==> config.mk <==
export PLATFORM = sky130hd
export DESIGN_NAME = mfe_ram
export DESIGN_NICKNAME = d
export VERILOG_FILES = /design/src/design/mfe_ram.sv
export SDC_FILE = /design/constraint.sdc
export NUM_CORES = 1
export LEC_CHECK = 0
export BUFFER_PORTS_ARGS = -buffer_cell sky130_fd_sc_hd__buf_2
export CORE_MARGIN = 3
export CORE_UTILIZATION = 60
export DETAILED_ROUTE_END_ITERATION = 6
export PLACE_DENSITY = 0.8
export RECOVER_POWER = 50
export SLEW_MARGIN = 10
export SYNTH_ARGS = -nofsm -noshare
export SYNTH_HDL_FRONTEND = slang
export SYNTH_SLANG_ARGS = --single-unit
==> constraint.sdc <==
create_clock -name clk -period 2.8 [get_ports clk]
set_input_delay 0.84 -clock clk [delete_from_list [all_inputs] [get_ports clk]]
set_output_delay 0.84 -clock clk [all_outputs]
set_load 0.02 [all_outputs]
==> src/design/mfe_ram.sv <==
`timescale 1ns / 1ps
`default_nettype none
// ----------------------------------------------------------------------------
// mfe_ram: generic simple dual-port RAM
// One write port, one read port with registered read data.
// ----------------------------------------------------------------------------
module mfe_ram #(
    parameter int WIDTH = 8,
    parameter int DEPTH = 16
) (
    input  wire logic                     clk,
    input  wire logic                     we,
    input  wire logic [$clog2(DEPTH)-1:0] waddr,
    input  wire logic [WIDTH-1:0]         wdata,
    input  wire logic [$clog2(DEPTH)-1:0] raddr,
    output logic      [WIDTH-1:0]         rdata
);
    logic [WIDTH-1:0] mem [DEPTH];

    always_ff @(posedge clk)
    begin
        if (we)
        begin
            mem[waddr] <= wdata;
        end
        rdata <= mem[raddr];
    end
endmodule
`default_nettype wire

Word level (Yosys, flattened, before mapping)
Memories as Yosys holds them, arrays and structs flattened. A register that Yosys moved wholly into a read port is not among the register bits. Cells that the tools add are included.

Flip-flop bits (word level): 0. Memory bits (writable): 128. Input bits: 18. Memories kept: 1.

Mux-type cells: 2.

Memories: mem (words 16, width 8, rd ports 1, clocked after Yosys merged registers in 1, write ports 1, RTL line 18) `logic [WIDTH-1:0] mem [DEPTH];`.

Operator list (count): 2-to-1 mux 1 bit (2).

Longest topological paths before layout
Depth in word-level cells: 2. Depth in mapped cells: 5. Gate-level depth less buffers: 3.

Worst setup path after synthesis
No wires, ideal clock.

Path type: input to register. Start: input waddr[2]. End: memory mem[0][0] (enable). Library setup time: 0.383 ns. Arrival: 1.950 ns. Data required time: 2.417 ns. Path slack: 0.467 ns. Cell stages on the path: 2. Path buffers: 0. Path through: or3b_2 -> nor3_1.

RTL lines: from (decl) (RTL line 13) `input wire logic [$clog2(DEPTH)-1:0] waddr,`; to (decl) (RTL line 18).

No word-level cell before the write port.

Worst setup path after layout
Start: register rdata[7], read port of mem. End: output rdata[7].

RTL lines: from (decl) (RTL line 16) `output logic [WIDTH-1:0] rdata`.

No word-level cell between the ends.

==> summary.md <==
| Metric | Value |
|---|---|
| Reg-to-Reg Start | mem[0][1]$_DFFE_PP_ |
| Worst hold path class | flip-flop to flip-flop |
| CTS tree | built |
| Hold Path Stages | 3 |
| Flop pwr share | 50.1% |
| Main synth FF type | edfxtp_1 |
| Post-DP HPWL | 5770 µm |
| FF/Latch Area | 4000 µm² |
| Net count, final | approximately 300 |
| Final Hold Slack | 0.665 ns |
| Initial Util | 62.3% |
| Vias in the first global route | 2605 |
| 1st-iter DRT viols | 281 |
| Synth area leaders | edfxtp_1, mux4_2, mux4_1 |
| Critical Path RT | 1.96 ns |
| Total grt overflow | 0 |
| Layout cell share with drive strength beyond 1 | between 20% and 30% |
| Slowest stage delay, CP | 0.34 ns |
| Worst-margin pin slew | 0.688 ns |
| Post-synth EDFFs | 128 |
| First-pass DRT Iterations | 5 |
| Syn. warnings | 0 |
| DIE HEIGHT | 98.6 µm |
| Sequential area share after synthesis | approximately 78% |
| Top cell type's share of synthesized area | 74.7% |
| First-pass GRT wire length | 15000 µm |
| Core area | 8260 µm² |
| Max VDD drop | 0.436 mV |
| Final period util | 66.6% |
| Most frequent cell after synthesis | edfxtp_1 |
| Hold bufs inserted after CTS | 0 |
| Layout Skew | 0.00735 ns |
| Die X | 98.6 µm |
| Cell area after synthesis | 5150 µm² |
| H-tree depth reported by CTS | 4 |
| Clk buf depth | 2 |
| Leakage | 2.05 nW |
| Port Buffer Count | 25 |
| CTS sink count | between 100 and 150 |
| RSZ-0062 raised after global routing | false |
| Cell-internal power | 3.65 mW |
| Critical R2R Capture | rdata[1]$_DFF_P_ |
| Total GRT Usage | 21.3% |
| Max cap viols | 0 |
| Filler instances | 473 |
| DP Area | 5480 µm² |
| Worst-path clk slew | 0.06 ns |
| Area growth, synth to finish | 17.1% |
| Synth Net Count | 247 |
| Family with the most delay on the worst path | flip-flops |
| Vias | 2451 |
| Synthesis-stage register bit count | 136 |
| Yosys cell types | 19 |
| Most instantiated cells after synthesis | edfxtp_1, mux4_2, a22oi_1 |
| Cells after Synth | 229 |
| Final Max Slew Viols | 0 |
| Hold Crit Endpoint | rdata[3]$_DFF_P_ |
| Worst path arrival time | 1.02 ns |
| Worst r2r path cells | 3 |
| Crit Path Max Fanout | 1 |
| Async set or reset register ratio after synthesis | 0% |
| Number of antenna diodes | 0 |
| Site row count | 33 |
| Clock power share | roughly 45% |
| Routed length per placed instance | 23.4 µm |
| DRT antenna net count | 0 |
| Startpoint types | flip-flop |
| Yosys top cell by area | edfxtp_1 |
| Status | finished clean |
| Final Util | 73.0% |
| Io pins | 26 |
| RePlAce Congestion | roughly 0.74 |
| Critical path cell sequence | buf_2 |
| Die area | about 10000 µm² |
| Critical Path End Type | output port |
| Post-CTS Setup Repair Bufs | 0 |
| Critical Path Stages | 1 |
| Slowest CP cell | dfxtp_1 |
| Hold Startpoint | mem[15][3]$_DFFE_PP_ |
| Pwr Density | approximately 760 nW/µm² |
| Clock root buffer | clkbuf_8 |
| Switching share of total power | 20.2% |
| Post-CTS sizing | 0 |
| Multi-input combinational cell area | 1060 µm² |
| CTS Buf Count | 17 |
| P_sw | 0.924 mW |
| Largest net degree at the start of global routing | 33 |
| Routed WL | around 9300 µm |
| Initial antenna violation count | 0 |
| Crit path buffers/inverters | 1 |
| Final hold vios | 0 |
| Skew-Pair Late Insertion Delay | 0.51 ns |
| Fin area | between 6000 and 7000 µm² |
| Combinational Power Share | between 4 and 5% |
| Reg2reg setup slack | between 1 and 1.5 ns |
| Via/cell ratio | slightly above 6 |
| PnR Total Power | 4.57 mW |
| Syn_area_per_cell | 22.5 µm² |
| Remaining DRCs | 0 |
| Setup violators final | 0 |
| Setup_tns | 0 ns |
| Rel. slew slack | 54.1% |
| Critical path class | flip-flop to output port |
| Fmax | ~540 MHz |
| Min Tclk post-route | 1.86 ns |
## cells by family after synthesis
group           synth area share, %
mux                            15.0
buf+inv                        1.68
flops                          77.8
simple gates                   3.18
compound gates                 2.33
## sequential cells by signal (all words and copies together), names as in the netlist
name   count
rdata      8
mem      128
## final cells by class
cell class                 count  area share, %
clock buffer                  19           7.16
timing repair buffer          43           4.49
sequential                   136           66.4
clock inverter                13           2.18
tap                          105           2.18
multi-input combinational     83           17.5
## per-stage QoR
step | std cells | setup slack, ns
after global placement | 367 | 0.516
after CTS | 399 | 0.913
after global routing | 399 | 0.882
after detailed placement | 367 | 0.500
final | 399 | 0.936
after floorplan | 229 | 0.467
## cell usage in the layout, fill, tap and decap left out, types with 2 or more instances in the layout
master,count
edfxtp_1,128
mux4_2,18
a22oi_1,16
clkbuf_16,16
buf_2,16
buf_4,15
mux4_1,14
nor2_1,13
clkbuf_1,11
nand2_1,9
dfxtp_1,8
clkinv_2,6
nor3_1,4
clkinv_4,3
nand3b_1,2
nand2b_1,2
clkbuf_8,2
clkinvlp_4,2
bufinv_16,2
buf_12,2
## routing by layer
metal | routed length [µm] | global-route usage (%)
met4 | 135 | 7.14
met5 | 0 | 0
met2 | 4800 | 33.4
met3 | 568 | 6.09
met1 | 3820 | 29.6
## how the worst max path moves through the flow
stage	start	to	slack, ns
floorplan	waddr[2]	mem[0][0]$_DFFE_PP_	0.47
global placement	raddr[0]	rdata[1]$_DFF_P_	0.52
detailed placement	raddr[0]	rdata[1]$_DFF_P_	0.50
CTS	rdata[7]$_DFF_P_	rdata[7]	0.91
global route	rdata[7]$_DFF_P_	rdata[7]	0.88
finish	rdata[7]$_DFF_P_	rdata[7]	0.94
## power groups by stage
stage	Sequential [mW]	Combinational [mW]	Clock, mW
6_report	2.29	0.219	2.06
3_5_place_dp	2.33	0.221	0
5_1_grt	2.29	0.237	2.19
2_1_floorplan	2.34	0.116	0
4_1_cts	2.29	0.225	2.09
3_3_place_gp	2.33	0.215	0
(Power assumes the default switching activity.)
