`config.mk`:
```
export PLATFORM = sky130hd
export DESIGN_NAME = mfe_alu
export DESIGN_NICKNAME = d
export VERILOG_FILES = /design/src/design/mfe_pkg.sv /design/src/design/mfe_alu.sv
export SDC_FILE = /design/constraint.sdc
export NUM_CORES = 1
export LEC_CHECK = 0
export BUFFER_PORTS_ARGS = -buffer_cell sky130_fd_sc_hd__buf_2
export CAP_MARGIN = 20
export CORE_AREA = 3 3 101 84
export DETAILED_ROUTE_END_ITERATION = 12
export DIE_AREA = 0 0 104 87
export GPL_TIMING_DRIVEN = 0
export PLACE_DENSITY = 0.79
export SLEW_MARGIN = 15
export SYNTH_ARGS = -nofsm -noshare
export SYNTH_HDL_FRONTEND = slang
export SYNTH_SLANG_ARGS = --single-unit
```
`constraint.sdc`:
```
create_clock -name vclk -period 4
set_input_delay 0.2 -clock vclk [all_inputs]
set_output_delay 0.2 -clock vclk [all_outputs]
set_load 0.02 [all_outputs]
```
`src/design/mfe_pkg.sv`:
```
`timescale 1ns / 1ps
`default_nettype none
// ----------------------------------------------------------------------------
// mfe_pkg: shared types and constants for the max flow engine
// Sequencer states, unit operation codes and register indexes.
// ----------------------------------------------------------------------------
package mfe_pkg;

    typedef enum logic [17:0] {
        S_CLEAR    = 18'h00001,
        S_IDLE     = 18'h00002,
        S_LD_RD1   = 18'h00004,
        S_LD_WR1   = 18'h00008,
        S_LD_RD2   = 18'h00010,
        S_LD_WR2   = 18'h00020,
        S_VIS_CLR  = 18'h00040,
        S_BFS_INIT = 18'h00080,
        S_POP      = 18'h00100,
        S_POP_W    = 18'h00200,
        S_BN_W     = 18'h00400,
        S_SC_RD    = 18'h00800,
        S_SC_CHK   = 18'h01000,
        S_AUG_PAR  = 18'h02000,
        S_AUG_PW   = 18'h04000,
        S_AUG_R1   = 18'h08000,
        S_AUG_R2   = 18'h10000,
        S_DONE     = 18'h20000
    } state_t;

    typedef enum logic [1:0] {
        OP_ADD_SAT = 2'd0,
        OP_SUB     = 2'd1,
        OP_MIN     = 2'd2
    } alu_op_t;

    localparam logic [1:0] CFG_NODE_COUNT = 2'd0;
    localparam logic [1:0] CFG_SOURCE     = 2'd1;
    localparam logic [1:0] CFG_SINK       = 2'd2;

    localparam logic [31:0] FLOW_MAX = 32'hFFFF_FFFF;

endpackage
`default_nettype wire

```
`src/design/mfe_alu.sv`:
```
`timescale 1ns / 1ps
`default_nettype none
// ----------------------------------------------------------------------------
// mfe_alu: shared capacity unit
// Saturating add, subtract and minimum on residual capacities.
// ----------------------------------------------------------------------------
module mfe_alu #(
    parameter int W    = 24,
    parameter int CAPW = 24
) (
    input  mfe_pkg::alu_op_t op,
    input  wire logic [W-1:0] a,
    input  wire logic [W-1:0] b,
    output logic      [W-1:0] y
);
    import mfe_pkg::*;

    localparam logic [W:0] MASK = (W+1)'((65'd1 << CAPW) - 65'd1);

    logic [W:0] sum;

    assign sum = {1'b0, a} + {1'b0, b};

    always_comb
    begin
        unique case (op)
            OP_ADD_SAT: y = (sum > MASK) ? MASK[W-1:0] : sum[W-1:0];
            OP_SUB:     y = a - b;
            OP_MIN:     y = (a < b) ? a : b;
            default:    y = a;
        endcase
    end
endmodule
`default_nettype wire

```
# Word-level counts from Yosys, hierarchy flattened
# Cells that the tools add are included.
# totals
register_bits	0
out_inout_bits	24
# classes
n_addsub	2
n_lt_le_gt_ge	2
n_eq_ne	2
mux	3
n_reduce_logical	1
# ops
operator	count
one-hot mux 24 bit (3 select lines)	1
two-way mux 24 bit	2
adder 24 x 24 -> 25 bit	1
> comparator 25 x 24 -> 1 bit, second input constant	1
< comparator 24 bit	1
subtractor 24 bit	1
== test 2 x 1 -> 1 bit, second input constant	1
== test 2 bit, second input constant	1
logical NOT 2 bit	1

# Logic depth before layout (Yosys ltp)
# Gate-level depths: netlist of run 1.
# logic_depth
depth_word	4
depth_mapped	15
ltp_nobuf	13

# Least setup slack after synthesis of run 1
# OpenSTA, ideal clock, no wires.
# synth_timing
path_type	input to output
start	input port a[0]
end	output port y[20]
t_arrival_ns	2.770
slack_ns	1.030
path_stages	14
path_cell_list	inv_1 ha_1 inv_1 fa_1 a21o_1 a21oi_1 o221ai_2 o31ai_1 o21ai_1 and2_1 buf_2 mux2i_1 a22o_1 nor3_1
# synth_via
elab_chain_cells	4
elab_cells_between_ends	7
classes_between	2 x add/sub; 2 x order compare; 3 x mux
# synth_lines
item	line_no	text
start, declared	mfe_alu.sv:12	input wire logic [W-1:0] a,
adder 24 x 24 -> 25 bit	mfe_alu.sv:22	assign sum = {1'b0, a} + {1'b0, b};
> comparator 25 x 24 -> 1 bit	mfe_alu.sv:27	OP_ADD_SAT: y = (sum > MASK) ? MASK[W-1:0] : sum[W-1:0];
two-way mux 24 bit	mfe_alu.sv:27	
one-hot mux 24 bit (3 select lines) (*)	mfe_alu.sv:26	unique case (op)
end, declared	mfe_alu.sv:14	output logic [W-1:0] y
# Every way passes the cells marked *; elsewhere a longest branch is shown, timed or not.

# Worst setup path in the final report of run 1
# layout_timing
start	input port a[0]
end	output port y[15]
# The elaborated chain is that of the path after synthesis.

==> results.sh, run 1 <==
export IMPL_status="finished, final reports clean"
export IMPL_slew_viol_final=0
export IMPL_grt_start_max_net_pins=11
export IMPL_p_comb_share_pct=100.0
export IMPL_switchingPower_uw=510
export IMPL_remaining_drc_errors=0
export IMPL_ir_drop_mv=0.0943
export IMPL_syn_area_mm2=0.00385
export IMPL_cp_end_kind="output port"
export IMPL_p_int_uw=302
export IMPL_diodes=0
export IMPL_grt_setup_unrepaired="false"
export IMPL_clock_buffers=0
export IMPL_fin_crit_ps=3630
export IMPL_seq_area_um2=0
export IMPL_grt_pass1_wl_um=22200
export IMPL_first_pass_iters=6
export IMPL_synth_top_cell_by_area="ha_1"
export IMPL_dp_slack_ps=393
export IMPL_chipHeight_um=87
export IMPL_ys_warn_count=0
export IMPL_critPathKind="input port to output port"
export IMPL_first_global_vias=4309
export IMPL_tightest_slew_ps=856
export IMPL_syn_to_final_growth_pct=13.0
export IMPL_track_usage_pct=29.9
export IMPL_vias_per_cell=6.41
export IMPL_final_util_pct=58.6
export IMPL_p_per_area_mw_per_mm2=186
export IMPL_period_share_pct=90.7
export IMPL_gp_congestion=0.986
export IMPL_drive_gt1_share_pct=19.4
export IMPL_syn_area_per_cell_um2=6.74
export IMPL_fmax_mhz=276
export IMPL_nFillCells=742
export IMPL_hold_class="input port to output port"
export IMPL_place_hpwl_um=11100
export IMPL_ys_types=81
export IMPL_worstSetupStartpointType="input port"
export IMPL_setup_tns_ps=0
export IMPL_die_width_um=104
export IMPL_crit_fanout=10
export IMPL_swShare_pct=62.8
export IMPL_yosys_area_top_type_share_pct=15.6
export IMPL_io_pins=74
export IMPL_whs_ps=805
export IMPL_drt_wl_total_um=14300
export IMPL_hold_viol=0
export IMPL_wl_per_cell_um=19.0
export IMPL_die_area_mm2=0.00905
export IMPL_core_area_mm2=0.00743
export IMPL_nNetsFinal=747
export IMPL_placed_cell_area_mm2=0.00435
export IMPL_ant_nets=0
export IMPL_port_buffers=73
export IMPL_cp_data_required_time_ps=3800
export IMPL_slew_headroom_pct=42.7
export IMPL_cap_violations=0
export IMPL_ys_seq_area_share_pct=0
export IMPL_overflow=0
export IMPL_drt_iter0_drc=668
export IMPL_seq_power_share_pct=0
export IMPL_synth_top_cells_by_area="ha_1 16%, a21oi_1 7.0%, nor2_1 5.4%, inv_1 4.7%, o21ai_0 4.4%"
export IMPL_start_util_pct=51.9
export IMPL_syn_nets=672
export IMPL_row_count=28
export IMPL_design_area_mm2=0.00436
export IMPL_power_leakage_uw=0.00195
export IMPL_setup_viol=0
export IMPL_antenna_found_initial=0
export IMPL_arrival_ps=3430
export IMPL_seq_cell_count=0
export IMPL_layout_setup_ws_ps=370
export IMPL_p_clk_share_pct=0
export IMPL_via_count=4809
export IMPL_synth_cells=572
final timing paths:
| check | cells after the start | end | slack [ps] | start |
|---|---|---|---|---|
| worst min-delay path | 4 | y[7] | 800 | b[7] |
| worst max-delay path | 17 | y[15] | 370 | a[0] |
layer usage:
| layer | track usage [%] | vias up | wire length, µm |
|---|---|---|---|
| met3 | 4.30 | 19 | 1680 |
| met5 | 0 | - | 0 |
| met4 | 4.47 | 0 | 180 |
| li1 | - | 2270 | - |
| met1 | 43.8 | 2211 | 6450 |
| met2 | 47.3 | 309 | 5940 |
Yosys cell counts, drive strengths merged, types with 6 or more instances:
cell type and instances:
a21oi 55, nor2 55, inv 51, ha 48, nand2 42, o21ai 37, buf 23, nor3 17
xnor2 17, clkbuf 14, o211ai 14, a21o 12, mux2i 11, nor2b 10, o221ai 9, or3 9
a211oi 8, a31oi 8, nand2b 8, nand3 7, o21a 7, o22ai 6, o31ai 6
worst max-delay path, stage by stage:
cell      delay (ps)
buf_2            120
inv_1             70
ha_1             180
inv_1             60
fa_1             400
a21o_1           210
a21oi_2          250
o221ai_2         260
o31ai_1          310
o21ai_1          130
buf_2            230
buf_4            240
nand3_1          100
a21oi_1           90
a211oi_1         260
o211ai_1         120
buf_2            190
cell type report:
cell class	count	area, µm²	share of cell area (%)
Timing Repair Buffer	73	365	8.39
Inverter	51	191	4.40
Tap cell	105	131	3.02
Multi-Input combinational cell	484	3480	79.9
Buffer	37	185	4.25
metrics by stage:
stage / total power, µW / std cells
after floorplan: 564 / 572
final: 812 / 750
after global placement: 770 / 750
after detailed placement: 783 / 750
after global routing: 876 / 750
after CTS: 788 / 750
timing repair:
item,in CTS,in global routing
hold buffers,0,0
gates resized for setup,0,1
buffers inserted,0,0
endpoints found under the setup margin,0,1
cells in the final DEF (no fill, tap or decap), drive strengths merged, types with 4 or more instances in the layout:
cell     n
a21o    12
o21bai   5
or3      9
mux2i   11
buf     96
nor4     5
o311ai   4
o21ai   37
a221oi   4
xnor2   17
nand3b   5
o22ai    6
nor3b    4
a211oi   8
clkbuf  14
o211ai  14
and3     4
ha      48
nand3    7
nand2b   8
a21boi   5
or2      4
nor2b   10
a31oi    8
o31ai    6
nor3    17
inv     51
nand2   42
o221ai   9
a21oi   55
o21a     7
nor2    55
o31a     5
a22oi    5
kinds of logic (layout without fill, tap and decap cells):
| family | after synthesis | count (layout) | synth area share [%] |
|---|---|---|---|
| fa+ha+maj | 50 | 50 | 16.6 |
| compound gates | 221 | 221 | 42.0 |
| xor+xnor | 19 | 19 | 4.32 |
| buf+inv | 88 | 161 | 9.77 |
| simple gates | 181 | 181 | 23.9 |
| mux | 13 | 13 | 3.44 |
power by group through the flow:
stage	Sequential [µW]	Combinational (µW)	Clock (µW)
floorplan	0	564	0
global placement	0	770	0
detailed placement	0	783	0
CTS	0	788	0
global route	0	876	0
finish	0	812	0
Note: power is estimated with default switching activity, not from simulation.
==> inputs of run 2 (changes only) <==
- CELL_PAD_IN_SITES_DETAIL_PLACEMENT: not set -> 0
- CELL_PAD_IN_SITES_GLOBAL_PLACEMENT: not set -> 1
- CORE_AREA: 3 3 101 84 -> 3 3 108 89
- DIE_AREA: 0 0 104 87 -> 0 0 111 92
- PLACE_DENSITY: 0.79 -> 0.94
==> results.sh, run 2 (synthesis gave the netlist of run 1 again) <==
export IMPL_nFillCells=862
export IMPL_wl_per_cell_um=19.3
export IMPL_via_count=4845
export IMPL_cap_violations=0
export IMPL_row_count=30
export IMPL_syn_to_final_growth_pct=13.1
export IMPL_drt_iter0_drc=578
export IMPL_seq_area_um2=0
export IMPL_drt_wl_total_um=14600
export IMPL_hold_viol=0
export IMPL_arrival_ps=3490
export IMPL_gp_congestion=1.01
export IMPL_power_leakage_uw=0.00195
export IMPL_post_cts_repair_setup_buffers=0
export IMPL_slew_headroom_pct=40.5
export IMPL_die_width_um=111
export IMPL_p_per_area_mw_per_mm2=186
export IMPL_final_cell_mix="89 x buf_2, 55 x nor2_1, 54 x a21oi_1"
export IMPL_grt_start_max_net_pins=11
export IMPL_vias_per_cell=6.40
export IMPL_cts_resized=0
export IMPL_critPathKind="input port to output port"
export IMPL_fin_crit_ps=3690
export IMPL_clock_buffers=0
export IMPL_placed_cell_area_mm2=0.00436
export IMPL_period_share_pct=92.1
export IMPL_overflow=0
export IMPL_first_global_vias=4369
export IMPL_setup_tns_ps=0
export IMPL_tightest_slew_ps=889
export IMPL_cp_data_required_time_ps=3800
export IMPL_status="finished, final reports clean"
export IMPL_postCtsHoldBufs=0
export IMPL_crit_fanout=10
export IMPL_design_area_mm2=0.00436
export IMPL_chipHeight_um=92
export IMPL_port_buffers=73
export IMPL_ant_nets=0
export IMPL_grt_setup_unrepaired="false"
export IMPL_io_pins=74
export IMPL_place_hpwl_um=11400
export IMPL_multiInputGateArea_mm2=0.00348
export IMPL_first_pass_iters=5
export IMPL_track_usage_pct=27.0
export IMPL_remaining_drc_errors=0
export IMPL_core_area_mm2=0.00852
export IMPL_hold_class="input port to output port"
export IMPL_final_common_cell="buf_2"
export IMPL_setup_viol=0
export IMPL_ir_drop_mv=0.0818
export IMPL_fmax_mhz=271
export IMPL_cp_end_kind="output port"
export IMPL_whs_ps=808
export IMPL_drive_gt1_share_pct=19.2
export IMPL_worstSetupStartpointType="input port"
export IMPL_nNetsFinal=747
export IMPL_slew_viol_final=0
export IMPL_seq_cell_count=0
export IMPL_grt_pass1_wl_um=23000
export IMPL_start_util_pct=45.2
export IMPL_final_util_pct=51.2
export IMPL_die_area_mm2=0.0102
export IMPL_diodes=0
export IMPL_antenna_found_initial=0
[run 2: where the power goes]
| part | switching (µW) | internal (µW) | total (µW) |
|---|---|---|---|
| Combinational | 510 | 302 | 811 |
| Sequential | 0 | 0 | 0 |
| Clock | 0 | 0 | 0 |
| Total | 510 | 302 | 811 |
[run 2: final cells by class]
type,instances,area share [%]
tap,112,3.21
timing repair buffer,73,8.38
buffer,37,4.25
multi-input combinational,484,79.8
inverter,51,4.39
[run 2: routing by layer]
layer,vias to the layer above,part of all wire [%],GRT usage [%]
li1,2267,-,-
met1,2273,45,39.6
met2,285,42,42.7
met3,20,11,4.49
met4,0,1.1,2.67
met5,-,0,0
[run 2: path summary, 6_finish.rpt]
path,start,end,cells after the start
setup / recovery,a[0],y[15],17
hold / removal,b[7],y[7],4
[run 2: metrics by stage]
step	instances	total power, µW	setup WS, ps
final	757	811	314
after floorplan	572	564	1030
after detailed placement	757	785	448
after global placement	757	778	420
after global routing	757	878	54.5
after CTS	757	791	427
[run 2: critical path, stage by stage]
cell	delay [ps]
buf_2	120
inv_1	70
ha_1	190
inv_1	60
fa_1	400
a21o_1	200
a21oi_1	350
o221ai_2	280
o31ai_1	290
o21ai_1	130
buf_2	230
buf_4	240
nand3_1	110
a21oi_1	90
a211oi_1	210
o211ai_1	120
buf_2	190
==> inputs of run 3 (changes only) <==
- ABC_AREA: not set -> 1
- CORE_AREA: 3 3 108 89 -> 3 3 126 104
- DIE_AREA: 0 0 111 92 -> 0 0 129 107
- PLACE_DENSITY: 0.94 -> 0.93
- TNS_END_PERCENT: not set -> 5
==> results.sh, run 3 <==
export IMPL_status="finished, final reports clean"
export IMPL_final_common_cell="nand2_1"
export IMPL_fmax_mhz=343
export IMPL_instances_no_fill=1248
export IMPL_synthMuxAreaShare_pct=0
export IMPL_place_hpwl_um=16100
export IMPL_syn_to_final_growth_pct=11.3
export IMPL_ys_warn_count=0
export IMPL_critPathKind="input port to output port"
export IMPL_post_cts_repair_setup_buffers=0
export IMPL_tightest_slew_ps=906
export IMPL_synth_top_cell_by_area="nand2_1"
export IMPL_setup_viol=0
export IMPL_track_usage_pct=27.8
export IMPL_cap_violations=0
export IMPL_synthSimpleGateAreaFrac_pct=56.3
export IMPL_chipHeight_um=107
export IMPL_worstSetupStartpointType="input port"
export IMPL_core_area_mm2=0.0120
export IMPL_row_count=36
export IMPL_grt_setup_unrepaired="false"
export IMPL_synthAdderAreaFrac_pct=13.0
export IMPL_gp_congestion=1.00
export IMPL_ir_drop_mv=0.0575
export IMPL_remaining_drc_errors=0
export IMPL_yosysMostFrequentCell="nand2_1"
export IMPL_crit_fanout=10
export IMPL_slew_headroom_pct=39.6
export IMPL_cts_resized=0
export IMPL_via_count=6517
export IMPL_drive_gt1_share_pct=12.5
export IMPL_hold_viol=0
export IMPL_syn_nets=1122
export IMPL_port_buffers=74
export IMPL_p_int_uw=286
export IMPL_hold_class="input port to output port"
export IMPL_fin_crit_ps=2920
export IMPL_synth_common_cells="402 x nand2_1, 223 x inv_1, 86 x nand3_1"
export IMPL_synth_xor_area_share_pct=1.77
export IMPL_synth_top_family_by_area="simple AND/OR/NAND/NOR gates"
export IMPL_arrival_ps=2720
export IMPL_whs_ps=782
export IMPL_synth_compound_area_share_pct=6.51
export IMPL_final_cell_mix="402 x nand2_1, 223 x inv_1, 86 x nand3_1"
export IMPL_period_share_pct=73.0
export IMPL_setup_tns_ps=0
export IMPL_dp_cells=1248
export IMPL_p_comb_share_pct=100.0
export IMPL_cp_data_required_time_ps=3800
export IMPL_slew_viol_final=0
export IMPL_first_global_vias=5909
export IMPL_p_clk_share_pct=0
export IMPL_synth_cells=1022
export IMPL_drt_iter0_drc=755
export IMPL_die_area_mm2=0.0138
export IMPL_grt_start_max_net_pins=11
export IMPL_postCtsHoldBufs=0
export IMPL_die_width_um=129
export IMPL_syn_area_per_cell_um2=4.84
export IMPL_nNetsFinal=1198
export IMPL_ant_nets=0
export IMPL_grt_pass1_wl_um=30300
export IMPL_overflow=0
export IMPL_wl_per_cell_um=15.6
export IMPL_first_pass_iters=5
export IMPL_nFillCells=1396
export IMPL_vias_per_cell=5.22
export IMPL_holdPathStages=4
export IMPL_ys_seq_area_share_pct=0
export IMPL_p_per_area_mw_per_mm2=160
export IMPL_syn_area_mm2=0.00494
export IMPL_yosys_area_top_type_share_pct=30.5
export IMPL_ys_types=33
export IMPL_clock_buffers=0
export IMPL_seq_power_share_pct=0
export IMPL_drt_wl_total_um=19400
export IMPL_seq_cell_count=0
export IMPL_power_leakage_uw=0.00352
export IMPL_start_util_pct=41.2
export IMPL_io_pins=74
export IMPL_seq_area_um2=0
export IMPL_diodes=0
export IMPL_cp_end_kind="output port"
export IMPL_switchingPower_uw=594
export IMPL_swShare_pct=67.5
export IMPL_synth_top_cells_by_area="nand2_1 31%, inv_1 17%, ha_1 12%, nand3_1 8.7%, nand4_1 6.5%"
export IMPL_antenna_found_initial=0
==> run 3: final cells by class <==
cell class | count | area, µm² | area share (%)
well taps | 152 | 190 | 3.46
multi-input cells | 759 | 3830 | 69.6
plain buffers | 37 | 262 | 4.75
repair buffers | 74 | 370 | 6.73
inverters | 226 | 848 | 15.4
==> run 3: cells by family after synthesis <==
family	Yosys count
AOI/OAI and AO/OA	55
buffers and inverters	263
and+or+nand+nor	644
adders and majority gates	50
xor gates and xnor gates	10
==> run 3: power by group through the flow <==
stage	sequential [µW]	clock (µW)	combinational (µW)
6_report	0	0	880
3_5_place_dp	0	0	855
5_1_grt	0	0	974
2_1_floorplan	0	0	597
4_1_cts	0	0	858
3_3_place_gp	0	0	849
==> run 3: final timing paths <==
path / startpoint / slack (ps) / end
max: a[0] / 1080 / y[14]
min: a[23] / 780 / y[23]
==> run 3: per-stage QoR <==
| step | instance area [µm²] | total power [µW] | setup WS, ps | utilization, % |
|---|---|---|---|---|
| after global placement | 5500 | 849 | 1190 | 45.9 |
| final | 5500 | 880 | 1080 | 45.9 |
| after detailed placement | 5500 | 855 | 1180 | 45.9 |
| after CTS | 5500 | 858 | 1160 | 45.9 |
| after floorplan | 4940 | 597 | 1910 | - |
| after global routing | 5500 | 974 | 1000 | 45.9 |
==> run 3: per-layer routing <==
| layer | routed length, µm | vias to the layer above | global-route usage (%) |
|---|---|---|---|
| li1 | - | 3257 | - |
| met1 | 9020 | 2930 | 42.1 |
| met2 | 7970 | 306 | 43.2 |
| met3 | 2110 | 24 | 2.79 |
| met4 | 320 | 0 | 3.82 |
| met5 | 0 | - | 0 |
==> run 3: critical path, stage by stage <==
cell and delay [ps]:
buf_2 110, inv_1 80, ha_1 230, inv_1 150, fa_1 450, nand2_1 100
nand2_1 90, nand3_1 110, nand2_2 100, nand2_4 170, buf_2 320, nand4_1 130
nand3_1 110, nand4_1 160, buf_2 200
